`config.mk`:
```
export PLATFORM = sky130hd
export DESIGN_NAME = digit_dash_four_digit_scanner
export DESIGN_NICKNAME = d
export VERILOG_FILES = /design/src/sv/dd4s_pkg.sv /design/src/sv/digit_dash_four_digit_scanner.sv /design/src/sv/dd4s_cell.sv /design/src/sv/dd4s_out.sv
export SDC_FILE = /design/constraint.sdc
export NUM_CORES = 1
export LEC_CHECK = 0
export BUFFER_PORTS_ARGS = -buffer_cell sky130_fd_sc_hd__buf_2
export CAP_MARGIN = 20
export CORE_MARGIN = 5
export CORE_UTILIZATION = 41
export CTS_BUF_LIST = sky130_fd_sc_hd__clkbuf_8
export DETAILED_ROUTE_END_ITERATION = 8
export PLACE_DENSITY_LB_ADDON = 0.15
export SLEW_MARGIN = 20
export SYNTH_ARGS = -nofsm -noshare
export SYNTH_HDL_FRONTEND = slang
export SYNTH_SLANG_ARGS = --single-unit
```
`constraint.sdc`:
```
create_clock -name aclk -period 15.45 [get_ports aclk]
set_clock_uncertainty 0.15 [all_clocks]
set_input_delay 0.7725 -clock aclk [delete_from_list [all_inputs] [get_ports aclk]]
set_output_delay 0.7725 -clock aclk [all_outputs]
set_load 0.005 [all_outputs]
```
`src/sv/dd4s_pkg.sv`:
```
// ----------------------------------------------------------------------------
// dd4s_pkg: shared types and constants for the digit-dash-four-digit scanner
// Window length, ASCII codes, cell output type and digit helpers.
// ----------------------------------------------------------------------------
package dd4s_pkg;

    localparam int unsigned WINDOW_LEN   = 5;
    localparam int unsigned CNT_W        = $clog2(WINDOW_LEN + 1);
    localparam int unsigned BYTE_W       = 8;
    localparam int unsigned DIGIT_W      = 4;
    localparam int unsigned SERIAL_W     = 14;

    localparam logic [BYTE_W-1:0] ASCII_ZERO = 8'h30;
    localparam logic [BYTE_W-1:0] ASCII_NINE = 8'h39;
    localparam logic [BYTE_W-1:0] ASCII_DASH = 8'h2D;

    // What each window cell presents to the match logic
    typedef struct packed {
        logic [BYTE_W-1:0] data;
        logic              is_digit;
        logic              is_dash;
    } cell_t;

    function automatic logic byte_is_digit(input logic [BYTE_W-1:0] b);
        return (b >= ASCII_ZERO) && (b <= ASCII_NINE);
    endfunction

    // Valid only for digit bytes: the low nibble of '0'..'9' is the value
    function automatic logic [DIGIT_W-1:0] digit_val(input logic [BYTE_W-1:0] b);
        return b[DIGIT_W-1:0];
    endfunction

endpackage

```
`src/sv/digit_dash_four_digit_scanner.sv`:
```
// ----------------------------------------------------------------------------
// digit_dash_four_digit_scanner: finds D-DDDD in a byte stream
//
//   channel | direction | fields                          | handshake
//   s_      | in        | data_byte[7:0], stream_start    | s_valid / s_ready
//   m_      | out       | prefix_digit[3:0], serial_value | m_valid / m_ready
//
// One byte per clock while s_ready is high. A byte enters the chain of window
// cells on acceptance; a match is decided and converted in that same cycle, then
// registered in the output register or its skid slot. s_ready is registered
// and drops only when both the output register and its skid slot hold results.
// Reset (aresetn, synchronous) clears window, fresh-byte count, both result slots.
// ----------------------------------------------------------------------------
module digit_dash_four_digit_scanner (
    input  logic                            aclk,
    input  logic                            aresetn,
    input  logic                            s_valid,
    output logic                            s_ready,
    input  logic [dd4s_pkg::BYTE_W-1:0]     s_data_byte,
    input  logic                            s_stream_start,
    output logic                            m_valid,
    input  logic                            m_ready,
    output logic [dd4s_pkg::DIGIT_W-1:0]    m_prefix_digit,
    output logic [dd4s_pkg::SERIAL_W-1:0]   m_serial_value
);

    localparam int unsigned N = dd4s_pkg::WINDOW_LEN;

    dd4s_pkg::cell_t              cells [N];
    logic                         take;
    logic                         hit;
    logic [dd4s_pkg::CNT_W-1:0]   count_reg, count_next;
    logic [dd4s_pkg::SERIAL_W-1:0] serial;
    logic [dd4s_pkg::SERIAL_W-1:0] d_thou, d_hund, d_ten, d_one;

    assign take = s_valid && s_ready;

    // Cell N-1 takes the new byte; the others take their newer neighbor.
    // A stream start zeroes every older slot before the byte goes in.
    for (genvar i = 0; i < N; i++) begin : g_cell
        if (i == N - 1) begin : g_head
            dd4s_cell u_cell (
                .aclk     (aclk),
                .aresetn  (aresetn),
                .shift_en (take),
                .clear    (1'b0),
                .data_in  (s_data_byte),
                .cell_out (cells[i])
            );
        end else begin : g_body
            dd4s_cell u_cell (
                .aclk     (aclk),
                .aresetn  (aresetn),
                .shift_en (take),
                .clear    (s_stream_start),
                .data_in  (cells[i+1].data),
                .cell_out (cells[i])
            );
        end
    end

    assign hit = !s_stream_start
              && (count_reg == dd4s_pkg::CNT_W'(N))
              && cells[0].is_digit && cells[1].is_dash
              && cells[2].is_digit && cells[3].is_digit && cells[4].is_digit
              && dd4s_pkg::byte_is_digit(s_data_byte);

    always_comb begin
        d_thou = dd4s_pkg::SERIAL_W'(dd4s_pkg::digit_val(cells[2].data));
        d_hund = dd4s_pkg::SERIAL_W'(dd4s_pkg::digit_val(cells[3].data));
        d_ten  = dd4s_pkg::SERIAL_W'(dd4s_pkg::digit_val(cells[4].data));
        d_one  = dd4s_pkg::SERIAL_W'(dd4s_pkg::digit_val(s_data_byte));
        serial = d_thou * dd4s_pkg::SERIAL_W'(1000) + d_hund * dd4s_pkg::SERIAL_W'(100)
               + d_ten * dd4s_pkg::SERIAL_W'(10) + d_one;
    end

    always_comb begin
        count_next = count_reg;
        if (take) begin
            if (hit) begin
                count_next = '0;
            end else if (s_stream_start) begin
                count_next = dd4s_pkg::CNT_W'(1);
            end else if (count_reg < dd4s_pkg::CNT_W'(N)) begin
                count_next = count_reg + dd4s_pkg::CNT_W'(1);
            end
        end
    end

    always_ff @(posedge aclk) begin
        if (!aresetn) begin
            count_reg <= '0;
        end else begin
            count_reg <= count_next;
        end
    end

    dd4s_out u_out (
        .aclk           (aclk),
        .aresetn        (aresetn),
        .push           (take && hit),
        .push_prefix    (dd4s_pkg::digit_val(cells[0].data)),
        .push_serial    (serial),
        .can_accept     (s_ready),
        .m_valid        (m_valid),
        .m_ready        (m_ready),
        .m_prefix_digit (m_prefix_digit),
        .m_serial_value (m_serial_value)
    );

endmodule

```
`src/sv/dd4s_cell.sv`:
```
// ----------------------------------------------------------------------------
// dd4s_cell: one byte slot of the scan window
// Loads data_in (its neighbor's byte, or the new byte at the head) on every accepted transaction, zero on clear,
// and keeps the digit and dash flags alongside the byte.
// ----------------------------------------------------------------------------
module dd4s_cell (
    input  logic                          aclk,
    input  logic                          aresetn,
    input  logic                          shift_en,
    input  logic                          clear,
    input  logic [dd4s_pkg::BYTE_W-1:0]   data_in,
    output dd4s_pkg::cell_t               cell_out
);

    dd4s_pkg::cell_t cell_reg;
    dd4s_pkg::cell_t cell_next;
    logic [dd4s_pkg::BYTE_W-1:0] load_byte;

    always_comb begin
        load_byte          = clear ? '0 : data_in;
        cell_next          = cell_reg;
        if (shift_en) begin
            cell_next.data     = load_byte;
            cell_next.is_digit = dd4s_pkg::byte_is_digit(load_byte);
            cell_next.is_dash  = (load_byte == dd4s_pkg::ASCII_DASH);
        end
    end

    always_ff @(posedge aclk) begin
        if (!aresetn) begin
            cell_reg <= '0;
        end else begin
            cell_reg <= cell_next;
        end
    end

    assign cell_out = cell_reg;

endmodule

```
`src/sv/dd4s_out.sv`:
```
// ----------------------------------------------------------------------------
// dd4s_out: output register with skid slot
// Holds match results toward the m_ side; ready upstream is registered.
// ----------------------------------------------------------------------------
module dd4s_out (
    input  logic                            aclk,
    input  logic                            aresetn,
    input  logic                            push,
    input  logic [dd4s_pkg::DIGIT_W-1:0]    push_prefix,
    input  logic [dd4s_pkg::SERIAL_W-1:0]   push_serial,
    output logic                            can_accept,
    output logic                            m_valid,
    input  logic                            m_ready,
    output logic [dd4s_pkg::DIGIT_W-1:0]    m_prefix_digit,
    output logic [dd4s_pkg::SERIAL_W-1:0]   m_serial_value
);

    logic                            main_valid_reg, main_valid_next;
    logic [dd4s_pkg::DIGIT_W-1:0]    main_prefix_reg, main_prefix_next;
    logic [dd4s_pkg::SERIAL_W-1:0]   main_serial_reg, main_serial_next;
    logic                            skid_valid_reg, skid_valid_next;
    logic [dd4s_pkg::DIGIT_W-1:0]    skid_prefix_reg, skid_prefix_next;
    logic [dd4s_pkg::SERIAL_W-1:0]   skid_serial_reg, skid_serial_next;

    always_comb begin
        main_valid_next  = main_valid_reg;
        main_prefix_next = main_prefix_reg;
        main_serial_next = main_serial_reg;
        skid_valid_next  = skid_valid_reg;
        skid_prefix_next = skid_prefix_reg;
        skid_serial_next = skid_serial_reg;
        if (!main_valid_reg || m_ready) begin
            // main slot is free this cycle; push never coincides with a full skid
            if (skid_valid_reg) begin
                main_valid_next  = 1'b1;
                main_prefix_next = skid_prefix_reg;
                main_serial_next = skid_serial_reg;
                skid_valid_next  = 1'b0;
            end else begin
                main_valid_next  = push;
                main_prefix_next = push_prefix;
                main_serial_next = push_serial;
            end
        end else if (push) begin
            skid_valid_next  = 1'b1;
            skid_prefix_next = push_prefix;
            skid_serial_next = push_serial;
        end
    end

    always_ff @(posedge aclk) begin
        if (!aresetn) begin
            main_valid_reg <= 1'b0;
            skid_valid_reg <= 1'b0;
        end else begin
            main_valid_reg <= main_valid_next;
            skid_valid_reg <= skid_valid_next;
        end
    end

    always_ff @(posedge aclk) begin
        main_prefix_reg <= main_prefix_next;
        main_serial_reg <= main_serial_next;
        skid_prefix_reg <= skid_prefix_next;
        skid_serial_reg <= skid_serial_next;
    end

    assign can_accept     = !skid_valid_reg;
    assign m_valid        = main_valid_reg;
    assign m_prefix_digit = main_prefix_reg;
    assign m_serial_value = main_serial_reg;

endmodule

```
After elaboration in Yosys (flattened, before gate mapping)
Cells that the tools add are included.
{ "word_totals": {"regBits": 82, "latchBits": 0, "mem_bits_rw": 0, "mem_bits_ro": 0, "input_bits": 13, "output_inout_bits": 20, "elab_cells": 68, "memories": 0} }
{ "classes": {"add_sub_neg": 4, "mul": 3, "n_div": 0, "n_lt_le_gt_ge": 9, "n_eq_ne": 2, "shifts": 0, "n_mux": 10, "n_bitwise": 2, "n_reduce_logical": 21} }
{ "ops": {"columns": ["op", "count"], "rows": [
  ["8-bit by 6-bit greater-or-equal comparator with 1-bit output, second input constant", 4],
  ["8-bit by 6-bit <= comparator with 1-bit output, second input constant", 4],
  ["8-bit 2-to-1 mux", 4],
  ["14-bit by 11-bit adder with 14-bit output", 1],
  ["14-bit by 4-bit adder with 14-bit output", 1],
  ["14-bit by 8-bit adder with 14-bit output", 1],
  ["14-bit 2-to-1 mux", 1],
  ["1-bit logical AND", 13],
  ["4-bit by 7-bit multiplier with 11-bit output, second input constant", 1],
  ["4-bit by 5-bit multiplier with 9-bit output, second input constant", 1],
  ["3-bit 2-to-1 mux", 3],
  ["8-bit by 6-bit == test with 1-bit output, second input constant", 1],
  ["4-bit by 3-bit multiplier with 7-bit output, second input constant", 1],
  ["4-bit 2-to-1 mux", 1],
  ["2-bit AND reduction", 2],
  ["3-bit by 1-bit adder with 3-bit output, second input constant", 1],
  ["3-bit == test, second input constant", 1],
  ["1-bit zero test", 3],
  ["3-bit less-than comparator, second input constant", 1],
  ["3-bit nonzero test", 1],
  ["1-bit NOT", 2],
  ["2-bit OR reduction", 1],
  ["1-bit logical OR", 1],
  ["1-bit 2-to-1 mux", 1]
]} }

Longest topological paths before layout
Gate-level depths: netlist (run 1).
{ "logic_depth": {"ltp_word": 10, "ltp_mapped": 18, "ltp_nobuf": 18} }

By module
From an unflattened synthesis (run 1), not the netlist that was laid out.
{ "unflattened": {"hier_cells": 506, "hier_area_um2": 5510.3} }
{ "by_module_without_submodules": {"columns": ["module", "n_inst", "cells_per_inst", "area_per_inst_um2", "seq_area_each_um2"], "rows": [
  ["dd4s_cell", 5, 46, 437.9, 200.2],
  ["digit_dash_four_digit_scanner", 1, 211, 1863.0, 60.1],
  ["dd4s_out", 1, 65, 1457.6, 1121.1]
]} }

Worst setup path before layout (run 1)
OpenSTA, ideal clock, no wires.
{ "synth_timing": {"path_kind": "register to register", "from": "register g_cell[2].g_body.u_cell.cell_reg, in the netlist g_cell[2].g_body.u_cell.cell_out[4]", "to": "register u_out.main_serial_reg, in the netlist u_out.m_serial_value[13] (data pin)", "setup_ns": 0.260, "arrival_time_ns": 4.669, "required_time_ns": 15.040, "slack_ns": 10.371, "stages_incl_launch_ff": 18, "path_buffers": 0, "synth_period_minus_slack_ns": 5.079, "path_cell_list": "dfxtp_1 -> fa_1 -> inv_1 -> fa_1 -> inv_1 -> ha_1 -> a21o_1 -> a21oi_1 -> xnor2_1 -> ha_1 -> ha_1 -> ha_1 -> a21o_1 -> or4_1 -> or3_1 -> o211ai_2 -> xnor2_1 -> mux2_4"} }
{ "synth_via": {"elab_chain_len": 5} }
{ "synth_lines": {"columns": ["item", "line", "text"], "rows": [
  ["from (decl)", "dd4s_cell.sv:15", "dd4s_pkg::cell_t cell_reg;"],
  ["from (signal assigned)", "dd4s_cell.sv:33", "cell_reg <= cell_next;"],
  ["4-bit by 7-bit multiplier with 11-bit output", "digit_dash_four_digit_scanner.sv:73", "serial = d_thou * dd4s_pkg::SERIAL_W'(1000) + d_hund * dd4s_pkg::SERIAL_W'(100)"],
  ["14-bit by 11-bit adder with 14-bit output", "digit_dash_four_digit_scanner.sv:73", null],
  ["14-bit by 8-bit adder with 14-bit output", "digit_dash_four_digit_scanner.sv:74", "+ d_ten * dd4s_pkg::SERIAL_W'(10) + d_one;"],
  ["14-bit by 4-bit adder with 14-bit output", "digit_dash_four_digit_scanner.sv:74", null],
  ["via serial (one bit)", "digit_dash_four_digit_scanner.sv:33", "logic [dd4s_pkg::SERIAL_W-1:0] serial;"],
  ["14-bit 2-to-1 mux", "dd4s_out.sv:34", "if (skid_valid_reg) begin"],
  ["to (signal assigned)", "dd4s_out.sv:63", "main_serial_reg <= main_serial_next;"],
  ["to (decl)", "dd4s_out.sv:20", "logic [dd4s_pkg::SERIAL_W-1:0] main_serial_reg, main_serial_next;"]
]} }
The timed path passes the listed nets, and every way through them passes these cells.
A chain may end at the register's enable or synchronous reset.

Worst setup path in the final report (run 1)
Ends and elaborated chain as after synthesis.

==> impl_metrics.csv, run 1 <==
group,metric,value,unit
status,status,"finished clean",
floorplan,placementRows,39,
timing,fin_crit,5350,ps
logic_synthesis,synth.ff_latch_count,82,
critical_path,max_stage_delay,600,ps
pwr,peakVddDrop,49.3,uV
timing,slew_headroom,33.5,%
clock_network,clock_latency,350,ps
floorplan,dieArea,0.0140,mm2
clock_network,htree_levels,3,
cells_and_area,nNetsFinal,569,
logic_synthesis,avgSynthCellArea,10.4,um2
pwr,power_per_cell_area,81.6,mW/mm2
critical_path,path_cells,"fa_1 > inv_1 > fa_1 > inv_1 > ha_1 > a21o_1 > a21oi_1 > xnor2_1 > ha_1 > ha_1 > ha_1 > a21o_1 > or4_1 > or3_1 > o211ai_2 > xnor2_1 > mux2_4",
logic_synthesis,synth-async-reset-ratio,0,%
timing,worst_pin_slew,983,ps
logic_synthesis,yosysMostFrequentCell,"ha_1",
clock_network,cts_resized,0,
place,io_buffers,32,
global_route,antenna_found_initial,0,
global_route,grt_pass1_wl,16100,um
floorplan,ios,33,
clock_network,clkSinkCount,82,
timing,rsz0062_at_grt,"false",
critical_path,cp.required,15410,ps
timing,period_share,34.6,%
timing,hold_viol_final,0,
global_route,grt_usage,13.8,%
detailed_routing,firstDrtPassIters,4,
critical_path,critical_path_class,"register to register",
logic_synthesis,syn-cell-area,0.00480,mm2
clock_network,ctsRootBufferMaster,"clkbuf_8",
clock_network,cts_made_buffers,9,
timing,setup_viol,0,
critical_path,crit_top_cell,"ha_1",
global_route,grt_max_degree,46,
cells_and_area,final_util,46.1,%
cells_and_area,drive_above_1_share,13.8,%
timing,max_freq,0.187,GHz
clock_network,cts_buffer_depth,2,
logic_synthesis,synth_edf_count,36,
logic_synthesis,synth_top_area_share,22.5,%
logic_synthesis,synthCells,460,
timing,setup_tns,0,ps
global_route,grt_pass1_vias,3226,
place,gp_congestion,0.748,
critical_path,start_kind,"register",
detailed_routing,drtAntennaViolNets,0,
floorplan,die_h,118,um
logic_synthesis,synthTopCellsByArea,"edfxtp_1 23%, dfxtp_1 19%, ha_1 14%",
critical_path,cp-end-kind,"register",
hold_path,hold_path_class,"register to register",
detailed_routing,wirelength,9250,um
detailed_routing,detail_route.iter0.violations,186,
global_route,grt_remaining_overflow,0,
pwr,p_leak,2.49,nW
detailed_routing,num_vias,3246,
critical_path,path_max_fanout,7,
floorplan,die_w,118,um
job,max_cap_violations,0,
clock_network,cts.clk_slew.worst_paths,90,ps
timing,slew_viol_final,0,
logic_synthesis,synth_cell_types,45,
detailed_routing,wl_per_cell,14.6,um
floorplan,start_util,41.8,%
clock_network,post-cts-setup-buffers,0,
cells_and_area,largest_reg_flops,32,
detailed_routing,vias_per_cell,5.11,
logic_synthesis,yosysSeqAreaShare,41.7,%
critical_path,arrival,5310,ps
cells_and_area,area_growth,10.2,%
clock_network,tritoncts,"done",
logic_synthesis,syn_nets,542,
detailed_routing,drc,0,
place,dp_hpwl,6660,um
logic_synthesis,synth_top_cell_by_area,"edfxtp_1",
timing,holdWs,317,ps
critical_path,cp_slowest_cell,"fa_1",
cells_and_area,antennaDiodeCount,0,
floorplan,core,0.0115,mm2
clock_network,ctsHoldBuffers,0,
logic_synthesis,ys_warn_count,0,
logic_synthesis,ys.flop_type,"dfxtp_1",
logic_synthesis,ys_top_cells_by_count,"52 x ha_1, 46 x dfxtp_1, 41 x nand2_1",
cells by family (layout without fill, tap and decap cells):
family                     Yosys count  count (layout)  synth area share (%)
AOI/OAI and AO/OA                   83              83                  10.9
xor gates and xnor gates            19              19                  3.47
adders and majority gates           69              69                  20.7
buffers and inverters               54              86                  4.22
DFF                                 82              82                  41.7
muxes                               16              16                  3.78
and+or+nand+nor                    137             137                  15.2
through the flow:
step / total power [mW] / cells / worst slack (ps) / instance area [um2]
2_1_floorplan: 0.265 / 460 / 10370 / 4800
3_3_place_gp: 0.277 / 619 / 10210 / 5090
3_5_place_dp: 0.277 / 619 / 10100 / 5090
4_1_cts: 0.439 / 635 / 10080 / 5290
5_1_grt: 0.453 / 635 / 9870 / 5290
6_report: 0.432 / 635 / 10100 / 5290
critical path: cells and delay by family, from the launching register on:
kind                       cells  cell delay (ps)
buffers and inverters          2              140
and+or+nand+nor                2              780
adders and majority gates      6             2340
xor gates and xnor gates       2              270
DFF                            1              410
muxes                          1              270
AOI/OAI and AO/OA              4              740
cell usage in the layout (no fill, tap or decap), types with 4 or more instances in the layout:
cell type and count:
ha_1 52, clkbuf_8 9, nand2_1 41, nand4_1 5, nor2_1 13, mux2_2 13, and3_1 22, fa_1 17
edfxtp_1 36, nor3_1 8, o21ai_0 8, a21oi_1 36, a21o_1 6, nor2b_1 30, buf_2 32, a21boi_0 13
dfxtp_1 46, xnor2_1 16, o21a_1 4, inv_1 36
routing by layer:
metal / GRT usage, % / vias up / share of wire (%)
li1: - / 1650 / -
met1: 19.8 / 1541 / 51
met3: 3.01 / 10 / 3.8
met2: 21.2 / 45 / 44
met5: 0 / - / 0
met4: 3.23 / 0 / 1.1
final cells by class:
type                    count  area, um2
well taps                 143        179
clock buffers               9        124
repair buffers             34        175
multi-input cells         324       2600
inverters                  36        135
clock inverters             7       75.1
fillers                  1098       6180
flip-flops and latches     82       2000
power breakdown:
part	switching [mW]	internal, mW	total (mW)	leakage (nW)
Clock	0.0833	0.0762	0.159	0.0996
Combinational	0.0205	0.0162	0.0367	1.64
Sequential	0.00312	0.232	0.235	0.758
Total	0.107	0.325	0.432	2.49
worst paths after layout:
check,start,to,slack (ps),depth (start not counted)
worst min-delay path,g_cell[2].g_body.u_cell.cell_out[1],g_cell[2].g_body.u_cell.cell_out[1],320,2
worst max-delay path,g_cell[2].g_body.u_cell.cell_out[4],u_out.m_serial_value[13],10100,17
worst max register to register,g_cell[2].g_body.u_cell.cell_out[4],u_out.m_serial_value[13],10100,17
worst min register to register,g_cell[2].g_body.u_cell.cell_out[1],g_cell[2].g_body.u_cell.cell_out[1],320,2
Power figures use the tool's default switching activity.
==> run 2, diff against run 1 <==
==> constraint.sdc (replaced) <==
create_clock -name aclk -period 4.4 [get_ports aclk]
set_clock_uncertainty 0.15 [all_clocks]
set_input_delay 0.22 -clock aclk [delete_from_list [all_inputs] [get_ports aclk]]
set_output_delay 0.22 -clock aclk [all_outputs]
set_load 0.005 [all_outputs]
==> impl_metrics.csv, run 2 (synthesis results as in run 1) <==
group,metric,value,unit
critical_path,start_kind,"register",
cells_and_area,area_growth,22.1,%
clock_network,clock_latency,360,ps
timing,max_freq,0.213,GHz
critical_path,cp.required,4370,ps
job,max_cap_violations,0,
global_route,grt_pass1_vias,3333,
pwr,pwr-share-clk,34.8,%
cells_and_area,final-seq-area,0.00201,mm2
global_route,use_met2,21.8,%
floorplan,ios,33,
pwr,p_int,1.10,mW
global_route,grt_remaining_overflow,0,
detailed_routing,drtAntennaViolNets,0,
cells_and_area,final_cells,680,
clock_network,clkSinkCount,82,
place,dp_hpwl,6960,um
global_route,grt_use_met3,3.53,%
timing,slew_viol_final,0,
global_route,grt_pass1_wl,16600,um
pwr,fin_total_pwr,1.50,mW
timing,hold_viol_final,0,
detailed_routing,num_vias,3441,
clock_network,cts_made_buffers,9,
global_route,grt_usage,14.5,%
clock_network,tritoncts,"done",
place,io_buffers,32,
clock_network,htree_levels,3,
place,gp_congestion,0.758,
floorplan,placementRows,39,
detailed_routing,vias_per_cell,5.06,
pwr,peakVddDrop,210,uV
critical_path,cp-end-kind,"register",
cells_and_area,nNetsFinal,614,
floorplan,start_util,41.8,%
cells_and_area,multi_input_area,0.00283,mm2
timing,rsz0062_at_grt,"true",
critical_path,critical_path_class,"register to register",
clock_network,cts_buffer_depth,2,
pwr,switching_share,26.4,%
floorplan,die_w,118,um
critical_path,crit_end,"u_out.m_serial_value[13]",
detailed_routing,detail_route.iter0.violations,233,
pwr,p_leak,2.70,nW
floorplan,die_h,118,um
detailed_routing,wl_per_cell,14.7,um
detailed_routing,wirelength,9970,um
cells_and_area,largest_reg_flops,32,
cells_and_area,n_fill_cell,1039,
timing,fin_crit,4690,ps
timing,setup_slack,-293,ps
global_route,antenna_found_initial,0,
status,violations,"negative setup slack",
hold_path,hold_path_class,"input pin to register",
clock_network,cts.clk_slew.worst_paths,100,ps
pwr,power_frac_seq,55.1,%
pwr,power_frac_comb,10.0,%
cells_and_area,antennaDiodeCount,0,
detailed_routing,firstDrtPassIters,4,
timing,period_share,107,%
critical_path,path_max_fanout,3,
global_route,use_met1,20.7,%
cells_and_area,drive_above_1_share,25.7,%
critical_path,ff2ff_setup_slack,-290,ps
cells_and_area,final_cell_mix,"43 x dfxtp_1, 41 x nand2_1, 40 x ha_1, 39 x buf_4, 36 x edfxtp_1",
floorplan,dieArea,0.0140,mm2
critical_path,arrival,4660,ps
detailed_routing,drc,0,
critical_path,reg2reg_from,"g_cell[2].g_body.u_cell.cell_out[4]",
pwr,power_per_cell_area,255,mW/mm2
status,status,"finished with violations",
timing,holdWs,89.0,ps
critical_path,ff2ff_path_depth,17,
timing,setup_viol,2,
timing,worst_pin_slew,918,ps
critical_path,reg2reg_to,"u_out.m_serial_value[13]",
pwr,p_sw,0.395,mW
timing,slew_headroom,38.8,%
cells_and_area,layout_commonest_cell,"dfxtp_1",
place,placed_cells,654,
global_route,grt_max_degree,46,
global_route,grt.busiest_layer,"met2",
floorplan,core,0.0115,mm2
clock_network,ctsRootBufferMaster,"clkbuf_8",
critical_path,crit_path_start,"g_cell[2].g_body.u_cell.cell_out[4]",
==> run 2: cell count changes in the layout (fill, tap and decap cells not counted), sizes merged <==
cell,before,now
bufinv,1,0
dlygate4sd3,0,8
inv,39,41
buf,34,71
clkinv,2,1
==> run 2: worst min path at each step <==
stage	startpoint	cells past startpoint	end
2_1_floorplan	s_data_byte[0]	0	u_out.skid_serial_reg[0]
5_1_grt	s_valid	3	u_out.skid_valid_reg
3_3_place_gp	s_data_byte[0]	1	u_out.skid_serial_reg[0]
3_5_place_dp	s_data_byte[0]	1	u_out.skid_serial_reg[0]
6_report	s_valid	3	u_out.skid_valid_reg
4_1_cts	s_valid	3	u_out.skid_valid_reg
==> run 2: worst max-delay path: stages, from the launching register on <==
cell,delay [ps]
dfxtp_4,360
fa_1,580
inv_2,60
fa_1,490
inv_2,50
ha_4,220
a21o_1,170
a21oi_2,170
xnor2_1,140
ha_1,280
ha_4,290
ha_4,190
a21o_1,160
or4_1,380
or3_1,330
o211ai_2,70
xnor2_1,90
mux2_4,270
==> run 2: layer usage <==
layer | vias up | part of all wire [%]
met4 | 0 | 0.91
met2 | 64 | 46
met5 | - | 0
met1 | 1624 | 49
met3 | 5 | 4.3
li1 | 1748 | -
==> run 2: layout make-up <==
class	instances	area share, %
clock buffer	9	2.11
clock inverter	7	0.961
inverter	36	2.31
multi-input combinational	324	48.2
sequential	82	34.3
tap	143	3.05
timing repair buffer	79	9.09
==> run 2: metrics by stage <==
step / util [%] / worst slack, ps / setup TNS, ps / area [um2]
6_report: 51.1 / -293 / -324 / 5860
2_1_floorplan: - / -281 / -317 / 4880
4_1_cts: 49.8 / -301 / -351 / 5710
3_3_place_gp: 47.4 / -286 / -348 / 5430
5_1_grt: 51.1 / -422 / -823 / 5860
3_5_place_dp: 47.4 / -374 / -577 / 5430
==> run 2: timing repair <==
action | CTS | global route
endpoints found under the hold margin | 9 | 0
setup buffers | 0 | 2
setup endpoints to repair | 6 | 7
hold buffers | 8 | 0
pin swaps | 8 | 15
gates cloned | 0 | 0
resized for setup | 4 | 20
==> run 2: power by group through the flow <==
| stage | Combinational [mW] | Clock (mW) | Sequential [mW] |
|---|---|---|---|
| 6_report | 0.150 | 0.521 | 0.824 |
| 2_1_floorplan | 0.0870 | 0 | 0.844 |
| 5_1_grt | 0.169 | 0.574 | 0.827 |
| 3_3_place_gp | 0.136 | 0 | 0.842 |
| 3_5_place_dp | 0.138 | 0 | 0.843 |
| 4_1_cts | 0.146 | 0.538 | 0.825 |
